$ cat config.mk
export PLATFORM = sky130hd
export DESIGN_NAME = ech_ctrl
export DESIGN_NICKNAME = d
export VERILOG_FILES = /design/src/sv/ech_pkg.sv /design/src/sv/ech_ctrl.sv
export SDC_FILE = /design/constraint.sdc
export NUM_CORES = 1
export LEC_CHECK = 0
export ABC_AREA = 1
export ABC_CLOCK_PERIOD_IN_PS = 2690
export BUFFER_PORTS_ARGS = -buffer_cell sky130_fd_sc_hd__buf_2
export CAP_MARGIN = 20
export CORE_ASPECT_RATIO = 0.6
export CORE_MARGIN = 2
export CORE_UTILIZATION = 35
export CTS_BUF_LIST = sky130_fd_sc_hd__clkbuf_2
export CTS_CLUSTER_SIZE = 24
export DETAILED_ROUTE_END_ITERATION = 8
export PLACE_DENSITY = 0.57
export SETUP_SLACK_MARGIN = 0.1
export SYNTH_ARGS = -nofsm -noshare
export SYNTH_HDL_FRONTEND = slang
export SYNTH_SLANG_ARGS = --single-unit
$ cat constraint.sdc
create_clock -name clk_i -period 2.69 [get_ports clk_i]
set_input_delay 0.4035 -clock clk_i [delete_from_list [all_inputs] [get_ports clk_i]]
set_output_delay 0.4035 -clock clk_i [all_outputs]
set_load 0.02 [all_outputs]
$ cat src/sv/ech_pkg.sv
// ---------------------------------------------------------------------------
// ech_pkg
// shared types and constants for the exclusive lfu cache directory
// ---------------------------------------------------------------------------
package ech_pkg;

  localparam int unsigned N_LEVELS = 4;
  localparam int unsigned L0_ENTRIES = 16;
  localparam int unsigned L1_ENTRIES = 32;
  localparam int unsigned L2_ENTRIES = 64;
  localparam int unsigned L3_ENTRIES = 1024;
  localparam int unsigned ADDR_W = 15;
  localparam int unsigned TAG_W = 16;
  localparam int unsigned CNT_W = 16;
  localparam int unsigned LVL_W = 2;
  localparam int unsigned IDX_W = 10;
  localparam int unsigned CFG_IDX_W = 3;
  localparam int unsigned COST_W = 16;
  localparam int unsigned HIT_W = 3;
  localparam int unsigned CLR_CYCLES = L3_ENTRIES;

  localparam logic [TAG_W-1:0] EMPTY_TAG = 16'hFFFF;
  localparam logic [CNT_W-1:0] CNT_MAX = 16'hFFFF;

  localparam logic [CFG_IDX_W-1:0] REG_COST_L0 = 3'd0;
  localparam logic [CFG_IDX_W-1:0] REG_COST_L1 = 3'd1;
  localparam logic [CFG_IDX_W-1:0] REG_COST_L2 = 3'd2;
  localparam logic [CFG_IDX_W-1:0] REG_COST_L3 = 3'd3;
  localparam logic [CFG_IDX_W-1:0] REG_COST_BK = 3'd4;

  localparam logic [HIT_W-1:0] HIT_BACKING = 3'd4;

  // datapath operations
  typedef enum logic [2:0] {
    OP_NONE,
    OP_SCAN_SEARCH,
    OP_SCAN_VICTIM,
    OP_READ,
    OP_WRITE,
    OP_CLEAR
  } dp_op_e;

  typedef struct packed {
    dp_op_e            op;
    logic [LVL_W-1:0]  lvl;
    logic [IDX_W-1:0]  idx;
    logic [TAG_W-1:0]  wr_tag;
    logic [CNT_W-1:0]  wr_cnt;
    logic              wr_bump;
  } dp_cmd_t;

  typedef struct packed {
    logic              found;
    logic [IDX_W-1:0]  found_idx;
    logic [IDX_W-1:0]  best_idx;
    logic              best_full;
    logic [TAG_W-1:0]  rd_tag;
    logic [CNT_W-1:0]  rd_cnt;
    logic              done;
  } dp_sts_t;

  function automatic logic [IDX_W-1:0] level_last(logic [LVL_W-1:0] lvl);
    logic [IDX_W-1:0] r;
    case (lvl)
      2'd0:    r = IDX_W'(L0_ENTRIES - 1);
      2'd1:    r = IDX_W'(L1_ENTRIES - 1);
      2'd2:    r = IDX_W'(L2_ENTRIES - 1);
      default: r = IDX_W'(L3_ENTRIES - 1);
    endcase
    return r;
  endfunction

  function automatic logic [CNT_W-1:0] sat_inc(logic [CNT_W-1:0] c);
    return (c == CNT_MAX) ? c : c + CNT_W'(1);
  endfunction

endpackage

$ cat src/sv/ech_ctrl.sv
// ---------------------------------------------------------------------------
// ech_ctrl
// access sequencer: search levels, pick victims, swap blocks upward
// ---------------------------------------------------------------------------
module ech_ctrl (
  input  logic                      clk_i,
  input  logic                      rst_ni,
  input  logic                      in_valid_i,
  output logic                      in_ready_o,
  input  logic [ech_pkg::ADDR_W-1:0] block_address_i,
  output logic                      res_valid_o,
  input  logic                      res_ready_i,
  output logic [ech_pkg::HIT_W-1:0] res_level_o,
  output ech_pkg::dp_cmd_t          cmd_o,
  output logic [ech_pkg::TAG_W-1:0] key_o,
  input  ech_pkg::dp_sts_t          sts_i
);
  import ech_pkg::*;

  localparam logic [3:0] S_CLEAR  = 4'd0;
  localparam logic [3:0] S_IDLE   = 4'd1;
  localparam logic [3:0] S_SRCH   = 4'd2;
  localparam logic [3:0] S_SWAIT  = 4'd3;
  localparam logic [3:0] S_RDLO   = 4'd4;
  localparam logic [3:0] S_VIC    = 4'd5;
  localparam logic [3:0] S_VWAIT  = 4'd6;
  localparam logic [3:0] S_RDHI   = 4'd7;
  localparam logic [3:0] S_RHWAIT = 4'd8;
  localparam logic [3:0] S_WRHI   = 4'd9;
  localparam logic [3:0] S_WRLO   = 4'd10;
  localparam logic [3:0] S_FETCH  = 4'd11;
  localparam logic [3:0] S_RLWAIT = 4'd12;
  localparam logic [3:0] S_OUT    = 4'd13;

  logic [3:0]       state_q, state_d;
  logic [LVL_W-1:0] lvl_q, lvl_d;       // level being searched or lower swap level
  logic [IDX_W-1:0] pos_q, pos_d;       // slot of the block in lvl_q
  logic [IDX_W-1:0] vic_q, vic_d;       // victim slot in level lvl_q-1
  logic [TAG_W-1:0] lo_tag_q, lo_tag_d;
  logic [CNT_W-1:0] lo_cnt_q, lo_cnt_d;
  logic [TAG_W-1:0] hi_tag_q, hi_tag_d;
  logic [CNT_W-1:0] hi_cnt_q, hi_cnt_d;
  logic             bump_hi_q, bump_hi_d;
  logic [HIT_W-1:0] hit_q, hit_d;
  logic [TAG_W-1:0] key_q, key_d;
  logic [IDX_W-1:0] clr_q, clr_d;
  logic             fetch_q, fetch_d;   // victim scan belongs to a backing fetch

  assign key_o       = key_q;
  assign in_ready_o  = (state_q == S_IDLE);
  assign res_valid_o = (state_q == S_OUT);
  assign res_level_o = hit_q;

  always_comb begin
    state_d   = state_q;
    lvl_d     = lvl_q;
    pos_d     = pos_q;
    vic_d     = vic_q;
    lo_tag_d  = lo_tag_q;
    lo_cnt_d  = lo_cnt_q;
    hi_tag_d  = hi_tag_q;
    hi_cnt_d  = hi_cnt_q;
    bump_hi_d = bump_hi_q;
    hit_d     = hit_q;
    key_d     = key_q;
    clr_d     = clr_q;
    fetch_d   = fetch_q;
    cmd_o     = '0;
    cmd_o.op  = OP_NONE;
    unique case (state_q)
      S_CLEAR: begin
        cmd_o.op  = OP_CLEAR;
        cmd_o.idx = clr_q;
        cmd_o.lvl = 2'd0;
        // clear every level in one pass, shorter levels just wrap
        clr_d = clr_q + IDX_W'(1);
        if (clr_q == IDX_W'(L3_ENTRIES - 1)) begin
          state_d = S_IDLE;
        end
      end
      S_IDLE: begin
        if (in_valid_i) begin
          key_d   = TAG_W'(block_address_i);
          lvl_d   = '0;
          state_d = S_SRCH;
        end
      end
      S_SRCH: begin
        cmd_o.op  = OP_SCAN_SEARCH;
        cmd_o.lvl = lvl_q;
        state_d   = S_SWAIT;
      end
      S_SWAIT: begin
        if (sts_i.done) begin
          if (sts_i.found) begin
            pos_d   = sts_i.found_idx;
            hit_d   = HIT_W'(lvl_q);
            state_d = S_RDLO;
          end else if (lvl_q == LVL_W'(N_LEVELS - 1)) begin
            hit_d   = HIT_BACKING;
            fetch_d = 1'b1;
            state_d = S_VIC;
          end else begin
            lvl_d   = lvl_q + LVL_W'(1);
            state_d = S_SRCH;
          end
        end
      end
      // read hit entry (bumped on write back) or fetched victim
      S_RDLO: begin
        cmd_o.op  = OP_READ;
        cmd_o.lvl = lvl_q;
        cmd_o.idx = pos_q;
        state_d   = S_RLWAIT;
      end
      S_RLWAIT: begin
        lo_tag_d = sts_i.rd_tag;
        lo_cnt_d = sts_i.rd_cnt;
        if (hit_q == HIT_W'(lvl_q) && hit_q != HIT_BACKING) begin
          lo_cnt_d = sat_inc(sts_i.rd_cnt);
        end
        if (lvl_q == '0) begin
          // first level hit: write back the bumped count
          state_d = S_WRLO;
        end else begin
          state_d = S_VIC;
        end
      end
      S_VIC: begin
        cmd_o.op  = OP_SCAN_VICTIM;
        cmd_o.lvl = fetch_q ? lvl_q : lvl_q - LVL_W'(1);
        state_d   = S_VWAIT;
      end
      S_VWAIT: begin
        if (sts_i.done) begin
          bump_hi_d = sts_i.best_full;
          if (fetch_q) begin
            pos_d   = sts_i.best_idx;
            state_d = S_FETCH;
          end else begin
            vic_d   = sts_i.best_idx;
            state_d = S_RDHI;
          end
        end
      end
      S_FETCH: begin
        // read victim count then overwrite its tag with the address
        cmd_o.op  = OP_READ;
        cmd_o.lvl = lvl_q;
        cmd_o.idx = pos_q;
        fetch_d   = 1'b0;
        state_d   = S_RLWAIT;
        // tag replaced and full-victim bump folded in on the read-back
      end
      S_RDHI: begin
        cmd_o.op  = OP_READ;
        cmd_o.lvl = lvl_q - LVL_W'(1);
        cmd_o.idx = vic_q;
        state_d   = S_RHWAIT;
      end
      S_RHWAIT: begin
        hi_tag_d = sts_i.rd_tag;
        hi_cnt_d = bump_hi_q ? sat_inc(sts_i.rd_cnt) : sts_i.rd_cnt;
        state_d  = S_WRHI;
      end
      S_WRHI: begin
        // upper slot takes the block
        cmd_o.op      = OP_WRITE;
        cmd_o.lvl     = lvl_q - LVL_W'(1);
        cmd_o.idx     = vic_q;
        cmd_o.wr_tag  = lo_tag_q;
        cmd_o.wr_cnt  = lo_cnt_q;
        cmd_o.wr_bump = 1'b1;
        state_d       = S_WRLO;
      end
      S_WRLO: begin
        cmd_o.op  = OP_WRITE;
        cmd_o.lvl = lvl_q;
        cmd_o.idx = pos_q;
        if (lvl_q == '0) begin
          cmd_o.wr_tag = lo_tag_q;
          cmd_o.wr_cnt = lo_cnt_q;
          state_d      = S_OUT;
        end else begin
          // lower slot takes the displaced entry
          cmd_o.wr_tag  = hi_tag_q;
          cmd_o.wr_cnt  = hi_cnt_q;
          cmd_o.wr_bump = 1'b1;
          // block continues upward from the victim slot
          lo_cnt_d = sat_inc(lo_cnt_q);
          pos_d    = vic_q;
          lvl_d    = lvl_q - LVL_W'(1);
          if (lvl_q == LVL_W'(1)) begin
            state_d = S_OUT;
          end else begin
            state_d = S_VIC;
          end
        end
      end
      S_OUT: begin
        if (res_ready_i) begin
          state_d = S_IDLE;
        end
      end
      default: state_d = S_IDLE;
    endcase
    // backing fetch: tag becomes the address, full victim count bumped
    if (state_q == S_RLWAIT && hit_q == HIT_BACKING && lvl_q == LVL_W'(N_LEVELS - 1)
        && !fetch_q) begin
      lo_tag_d = key_q;
      lo_cnt_d = bump_hi_q ? sat_inc(sts_i.rd_cnt) : sts_i.rd_cnt;
    end
  end

  always_ff @(posedge clk_i or negedge rst_ni) begin
    if (!rst_ni) begin
      state_q <= S_CLEAR;
      clr_q   <= '0;
      fetch_q <= 1'b0;
      hit_q   <= '0;
      lvl_q   <= '0;
    end else begin
      state_q <= state_d;
      clr_q   <= clr_d;
      fetch_q <= fetch_d;
      hit_q   <= hit_d;
      lvl_q   <= lvl_d;
    end
  end

  always_ff @(posedge clk_i) begin
    pos_q     <= pos_d;
    vic_q     <= vic_d;
    lo_tag_q  <= lo_tag_d;
    lo_cnt_q  <= lo_cnt_d;
    hi_tag_q  <= hi_tag_d;
    hi_cnt_q  <= hi_cnt_d;
    bump_hi_q <= bump_hi_d;
    key_q     <= key_d;
  end

endmodule

After elaboration in Yosys (flattened, before gate mapping)
Index checks and enable logic that the tools add are counted.
{ "totals": {"word_cells": 124, "regBits": 120, "input_bits": 74, "output_inout_bits": 69} }
{ "classes": {"reduce_logical": 25, "add_sub_neg": 5, "n_eq_ne": 34, "n_mux": 45, "bitwise_logic": 1} }
{ "ops": {"columns": ["op", "n"], "rows": [
  ["two-way mux 16 bit", 7],
  ["case mux 33 bit (2 select lines)", 1],
  ["case mux 10 bit (3 select lines)", 2],
  ["case mux 4 bit (13 select lines)", 1],
  ["two-way mux 10 bit", 5],
  ["two-way mux 4 bit", 10],
  ["case mux 5 bit (7 select lines)", 1],
  ["adder 16 x 1 -> 16 bit, second input constant", 2],
  ["== test 16 bit, second input constant", 2],
  ["two-way mux 32 bit", 1],
  ["case mux 16 bit (2 select lines)", 1],
  ["== test 4 bit, second input constant", 6],
  ["inequality test 2 bit, second input constant", 10],
  ["== test 4 x 3 -> 1 bit, second input constant", 4],
  ["two-way mux 15 bit", 1],
  ["two-way mux 2 bit", 6],
  ["AND reduction 6 bit", 2],
  ["adder 10 x 1 -> 10 bit, second input constant", 1],
  ["== test 10 bit, second input constant", 1],
  ["two-way mux 3 bit", 3],
  ["inequality test 3 bit, second input constant", 3],
  ["AND reduction 3 bit", 3],
  ["nonzero test 3 bit", 3],
  ["== test 4 x 2 -> 1 bit, second input constant", 2],
  ["other kinds (22)", 32]
]} }

Depth between registers and ports, before layout
Gate-level depths: netlist (run 1).
{ "logic_depth": {"word_depth": 6, "depth_mapped": 13, "ltp_nobuf": 13} }

Least setup slack after synthesis (run 1)
Ideal clock, no wire load.
{ "synth_timing": {"path_kind": "flip-flop to flip-flop", "from": "register state_q[1]", "to": "register lo_cnt_q[0], enable pin", "setup_time_ns": 0.397, "path_slack_ns": 0.104, "path_buffers": 0, "stages_incl_launch_ff": 8, "arrival_ns": 2.190, "path_cell_list": "dfrtp_1 -> nor2_4 -> nand2_2 -> inv_2 -> nand4_1 -> inv_2 -> o21ai_0 -> a22oi_1"} }
{ "synth_via": {"elab_chain_len": 6, "elab_cells_between_ends": 9, "classes_between": "4 x eq/ne; 5 x reduce/logical"} }
{ "synth_rtl": {"columns": ["element", "line_no", "rtl"], "rows": [
  ["start: declaration", "ech_ctrl.sv:35", "logic [3:0] state_q, state_d;"],
  ["start signal: assignment", "ech_ctrl.sv:223", "state_q <= state_d;"],
  ["== test 4 bit", "ech_ctrl.sv:70, ech_ctrl.sv:208", null],
  ["logical AND 1 bit (2 in a row)", "ech_ctrl.sv:208", "if (state_q == S_RLWAIT && hit_q == HIT_BACKING && lvl_q == LVL_W'(N_LEVELS - 1)"],
  ["logical AND 1 bit", "ech_ctrl.sv:209", "&& !fetch_q) begin"],
  ["inequality test 3 bit (no line) / nonzero test 3 bit (equally long branches)", null, null],
  ["AND reduction 3 bit (no line) (*)", null, null],
  ["end signal: assignment", "ech_ctrl.sv:235", "lo_cnt_q <= lo_cnt_d;"],
  ["end: declaration", "ech_ctrl.sv:40", "logic [CNT_W-1:0] lo_cnt_q, lo_cnt_d;"]
]} }
Mark *: on every way between the ends. The rest lies on a longest branch, timed or not.
A chain may end at the register's enable or synchronous reset.

==> impl_metrics.json, run 1 <==
{
  "status": "finished with violations",
  "violations": "negative setup slack",
  "tns_ns": -1.61,
  "die_area_um2": 21400,
  "r2r_cells": 10,
  "synth_cells": 847,
  "vdd_ir_drop_max_mv": 0.487,
  "drt-total-wl_mm": 24.9,
  "antenna_found_initial": 0,
  "num_io_pins": 143,
  "drive_gt1_share_pct": 28.9,
  "syn-num-nets": 928,
  "slew_headroom_pct": 61.5,
  "cp_data_required_time_ns": 2.29,
  "finalHoldViolations": 0,
  "path_max_fanout": 8,
  "htree_levels": 4,
  "grt_pass1_wl_mm": 37.4,
  "worst_pin_slew_ns": 0.572,
  "die_w_um": 188,
  "whs_path_depth": 3,
  "grt_pass1_vias": 6574,
  "first_iter_violations": 734,
  "place.gp.congestion": 0.947,
  "setup_viol": 43,
  "synthTopCellsByArea": "edfxtp_1, nand2_1, dfrtp_1",
  "powerDensity_nw_per_um2": 751,
  "r2r_end": "lo_cnt_q[4]",
  "placementRows": 40,
  "yosys.area_share.simple_pct": 28.1,
  "worstSetupPathType": "reg2out",
  "min_from": "sts_i[14]",
  "diodes": 0,
  "clk_latency_ns": 0.72,
  "crit_path_end_kind": "output port",
  "finClkSkew_ns": 0.0425,
  "ys_ff_latch": 120,
  "arrival_ns": 2.37,
  "fp.dieH_um": 114,
  "avgSynthCellArea_um2": 8.36,
  "synth_ff_type": "edfxtp_1",
  "min_to": "lo_cnt_q[13]",
  "overflow": 0,
  "nets": 1166,
  "synthAdderAreaFrac_pct": 1.24,
  "p_total_uw": 7490,
  "routed-via-count": 7050,
  "clockRootBuffer": "clkbuf_2",
  "syn_to_final_growth_pct": 40.8,
  "regToRegStartpoint": "state_q[0]",
  "synth_top_area_share_pct": 42.4,
  "drc_errors": 0,
  "final_area_um2": 9970,
  "synth_compound_area_share_pct": 11.8,
  "initial_core_util_pct": 35.6,
  "placed_area_um2": 8140,
  "wl_per_cell_um": 18.2,
  "cts_tree": "done",
  "startpoint": "state_q[0]",
  "drv_slew": 0,
  "synth_top_family_by_area": "simple AND/OR/NAND/NOR gates",
  "seq_area_frac_synth_pct": 49.5,
  "numCtsBuffers": 17,
  "synth_edf_count": 100,
  "muxShareOfSynthArea_pct": 0,
  "ant_nets": 0,
  "period_share_pct": 103,
  "fill_cells": 1955,
  "synth_largest_area_cell": "edfxtp_1",
  "ys_async_sr_fraction_pct": 16.7,
  "cts_buffer_depth": 2,
  "yosysUniqueCellTypes": 47,
  "fin_ws_ns": -0.0791,
  "placed_cells": 1248,
  "yosysWarnings": 0,
  "hpwlAfterDp_mm": 16.7,
  "clkTransAtPathRegs_ns": 0.19,
  "finalNonFillerCells": 1371,
  "grt_max_degree": 33,
  "reg2reg_slack_ns": 0.41,
  "fin_crit_ns": 2.77,
  "max_freq_mhz": 361,
  "synth_xor_area_share_pct": 1.85,
  "grt_use_total_pct": 23.1,
  "netlist_area_um2": 7080,
  "cts.sinks": 120,
  "max_cap_viol_count": 0,
  "portBuffers": 141,
  "viasPerCell": 5.14,
  "core_area_um2": 19900,
  "dp_slack_ns": 0.409,
  "grt_setup_unrepaired": "true",
  "start_kind": "flop",
  "leakage_uw": 0.00447,
  "hold_path_class": "in2reg",
  "first_pass_iters": 6
}
==> cell usage in the layout, fill, tap and decap left out, types with 6 or more instances in the layout <==
master	netlist	layout
o21ai_1	23	12
nand2_2	6	7
inv_1	83	80
dfrtp_1	20	16
dlygate4sd3_1	0	56
nor2_1	45	40
clkinvlp_4	0	7
nor3_1	12	11
xor2_1	12	12
nand2_4	2	10
o211ai_1	15	15
buf_2	16	97
clkbuf_2	0	18
buf_6	0	37
buf_4	4	42
a21oi_1	25	25
nand4_1	20	20
nand2_1	267	256
nor2_2	10	9
edfxtp_1	100	100
nor2_4	4	10
nand3_1	68	67
inv_2	13	12
o21ai_0	30	26
buf_12	0	7
o21ai_4	1	11
a32o_1	20	15
ha_1	7	6
==> area by class of cell <==
type	instances	area (µm²)	area share, %
well taps	273	342	3.42
multi-input cells	598	3370	33.8
clock inverters	14	158	1.58
clock buffers	18	90.1	0.903
repair inverters	1	7.51	0.0753
repair buffers	246	2090	21.0
flip-flops and latches	120	3510	35.2
inverters	101	405	4.06
==> worst max path at each step <==
stage	slack, ns	end	depth (start not counted)
after floorplan	0.10	lo_cnt_q[0]	7
after global placement	0.46	cmd_o[43]	7
after detailed placement	0.41	cmd_o[16]	7
after CTS	-0.09	cmd_o[40]	9
after global routing	-0.28	cmd_o[15]	9
final	-0.08	cmd_o[7]	9
==> registers in the layout, indices dropped and copies added, names as in the netlist <==
name	count
hi_tag_q	16
state_q	4
bump_hi_q	1
res_level_o	3
fetch_q	1
lo_tag_q	16
vic_q	10
lvl_q	2
lo_cnt_q	16
clr_q	10
key_o	15
hi_cnt_q	16
pos_q	10
==> power by group <==
part	leakage [µW]	total [µW]	switching [µW]	internal [µW]
combinational	0.00318	3670	2270	1390
clock	0.000135	1260	747	509
sequential	0.00115	2570	190	2380
==> stage by stage <==
stage	hold slack [ns]	utilization [%]
detailed placement	0.411	40.9
floorplan	0.108	-
global route	0.0283	50.1
CTS	0.00318	47.3
global placement	0.404	40.9
finish	0.122	50.1
==> critical path: stages, from the launching register on <==
cell        delay (ns)
dfrtp_2           0.50
inv_4             0.10
nand2_8           0.06
nor2_4            0.17
nand2_2           0.10
nand2_4           0.14
clkinvlp_4        0.14
buf_12            0.17
o21ai_4           0.14
buf_6             0.13
==> Yosys cell counts, drive strengths merged, types with 15 or more instances <==
cell	number
nand2	275
edfxtp	100
nor2	59
o211ai	15
inv	98
buf	21
o21ai	54
nand4	22
nor3	15
dfrtp	20
a21oi	26
nand3	70
a32o	20
==> per-layer routing <==
layer / vias to the layer above / GRT usage [%] / routed length, µm
met5: - / 0 / 0
met4: 0 / 3.94 / 267
met3: 26 / 6.50 / 2430
met2: 332 / 31.5 / 9850
met1: 3332 / 36.1 / 12400
li1: 3360 / - / -
==> cell families after synthesis <==
| kind of cell | Yosys count |
|---|---|
| and+or+nand+nor | 447 |
| xor gates and xnor gates | 15 |
| other | 1 |
| adders and majority gates | 7 |
| AOI/OAI and AO/OA | 128 |
| DFF | 120 |
| buffers and inverters | 129 |
==> what timing repair did <==
action	4_1_cts	5_1_grt
setup buffers	18	10
hold endpoints to repair	94	1
cloned	2	5
gates resized for setup	88	90
pin swaps	11	8
hold buffers	55	1
endpoints found under the setup margin	46	48
Power figures use the tool's default switching activity.
==> inputs of run 2 (changes only) <==
- ABC_CLOCK_PERIOD_IN_PS: 2690 -> not set
- CORE_ASPECT_RATIO: 0.6 -> 1.2
- CTS_CLUSTER_DIAMETER: not set -> 30
==> impl_metrics.json, run 2 (synthesis results as in run 1) <==
{
  "viasPerCell": 5.04,
  "r2r_end": "lo_cnt_q[5]",
  "core_area_um2": 20000,
  "clkTransAtPathRegs_ns": 0.21,
  "grt_max_degree": 39,
  "drc_errors": 0,
  "die_w_um": 134,
  "antenna_found_initial": 1,
  "drive_gt1_share_pct": 28.2,
  "crit_path_end_kind": "output port",
  "hold_path_class": "in2reg",
  "wl_per_cell_um": 16.4,
  "cp_data_required_time_ns": 2.29,
  "cts_buffer_depth": 2,
  "powerDensity_nw_per_um2": 731,
  "numCtsBuffers": 17,
  "clk_latency_ns": 0.73,
  "path_max_fanout": 10,
  "worstSetupPathType": "reg2out",
  "overflow": 0,
  "max_freq_mhz": 368,
  "status": "finished with violations",
  "reg2reg_slack_ns": 0.42,
  "grt_use_total_pct": 21.0,
  "tns_ns": -0.0985,
  "finalNonFillerCells": 1349,
  "htree_levels": 4,
  "num_io_pins": 143,
  "setup_viol": 9,
  "start_kind": "flop",
  "clockRootBuffer": "clkbuf_2",
  "grt_setup_unrepaired": "true",
  "most-common-layout-cells": "nand2_1, buf_2, edfxtp_1",
  "min_from": "sts_i[14]",
  "finClkSkew_ns": 0.0362,
  "finalHoldViolations": 0,
  "grt_pass1_vias": 6601,
  "routed-via-count": 6803,
  "first_iter_violations": 633,
  "vdd_ir_drop_max_mv": 0.318,
  "fin_ws_ns": -0.0282,
  "syn_to_final_growth_pct": 35.0,
  "drv_slew": 0,
  "placed_cells": 1244,
  "slew_headroom_pct": 62.5,
  "regToRegStartpoint": "state_q[0]",
  "placementRows": 57,
  "min_to": "hi_cnt_q[13]",
  "grt_pass1_wl_mm": 34.9,
  "period_share_pct": 101,
  "nets": 1151,
  "fin_crit_ns": 2.72,
  "final_common_cell": "nand2_1",
  "cts.sinks": 120,
  "drt-total-wl_mm": 22.1,
  "arrival_ns": 2.31,
  "leakage_uw": 0.00439,
  "violations": "negative setup slack",
  "worst_pin_slew_ns": 0.558,
  "r2r_cells": 10,
  "max_cap_viol_count": 0,
  "ant_nets": 0,
  "fill_cells": 1921,
  "whs_path_depth": 2,
  "place.gp.congestion": 0.973,
  "first_pass_iters": 6,
  "fp.dieH_um": 160,
  "die_area_um2": 21400,
  "hpwlAfterDp_mm": 15.7,
  "initial_core_util_pct": 35.3,
  "portBuffers": 141,
  "cts_tree": "done"
}
-- run 2: changes by cell type in the layout (fill, tap and decap cells not counted), moves of 4 or more --
cell        delta
nand2_1        +8
clkinvlp_4     -5
inv_8          +4
a32o_2        +11
buf_4          -7
inv_2          +5
a32o_1        -11
nand2_4        -4
buf_2          +4
buf_12         -4
-- run 2: worst max-delay path by stage --
stage,from,end,slack (ns),cells past startpoint
after global routing,state_q[2],cmd_o[16],-0.17,9
after CTS,state_q[3],cmd_o[43],-0.05,9
final,state_q[0],cmd_o[27],-0.03,9
after detailed placement,lvl_q[0],cmd_o[13],0.41,7
after floorplan,state_q[1],lo_cnt_q[0],0.10,7
after global placement,state_q[2],cmd_o[12],0.42,8
-- run 2: repair_timing --
item,4_1_cts,5_1_grt
endpoints found under the setup margin,45,45
resized for setup,89,61
setup buffers,10,5
cloned,0,1
pin swaps,5,1
hold endpoints to repair,95,0
hold buffers,56,0
-- run 2: area by class of cell --
| cell class | instances | area (µm²) | area share (%) |
|---|---|---|---|
| flip-flops and latches | 120 | 3510 | 36.7 |
| multi-input cells | 598 | 3260 | 34.1 |
| repair buffers | 232 | 1830 | 19.1 |
| inverters | 101 | 392 | 4.09 |
| well taps | 265 | 332 | 3.47 |
| clock inverters | 15 | 160 | 1.67 |
| clock buffers | 17 | 85.1 | 0.889 |
| diodes | 1 | 2.50 | 0.0262 |
-- run 2: critical path, cell delays in order, from the launching register on --
cell and delay (ns):
dfrtp_2 0.48, inv_2 0.09, nand2_4 0.07, nor2_4 0.20, nand2_2 0.11, nand2_4 0.10, buf_12 0.11, clkbuf_16 0.15
a32o_1 0.17, buf_6 0.13
-- run 2: metal layers --
| metal | up-vias | track usage, % | wire, µm |
|---|---|---|---|
| li1 | 3346 | - | - |
| met1 | 3199 | 26.2 | 9470 |
| met2 | 218 | 36.4 | 11100 |
| met3 | 40 | 3.49 | 1020 |
| met4 | 0 | 7.50 | 574 |
| met5 | - | 0 | 0 |
-- run 2: per-stage QoR --
step / util [%] / hold WS (ns) / cell area [µm²] / power (µW) / setup WS [ns]
2_1_floorplan: - / 0.108 / 7080 / 4440 / 0.104
3_3_place_gp: 40.7 / 0.403 / 8150 / 5380 / 0.417
3_5_place_dp: 40.7 / 0.402 / 8150 / 5380 / 0.412
4_1_cts: 46.6 / 0.0113 / 9330 / 6890 / -0.0462
5_1_grt: 47.7 / 0.0306 / 9570 / 7440 / -0.170
6_report: 47.7 / 0.0878 / 9570 / 7000 / -0.0282
-- run 2: report_power, final --
| part | switching [µW] | internal, µW | leakage, µW | total [µW] |
|---|---|---|---|---|
| Combinational | 2070 | 1170 | 0.00308 | 3230 |
| Sequential | 186 | 2370 | 0.00116 | 2560 |
| Clock | 823 | 379 | 0.000149 | 1200 |
| Total | 3070 | 3920 | 0.00439 | 7000 |
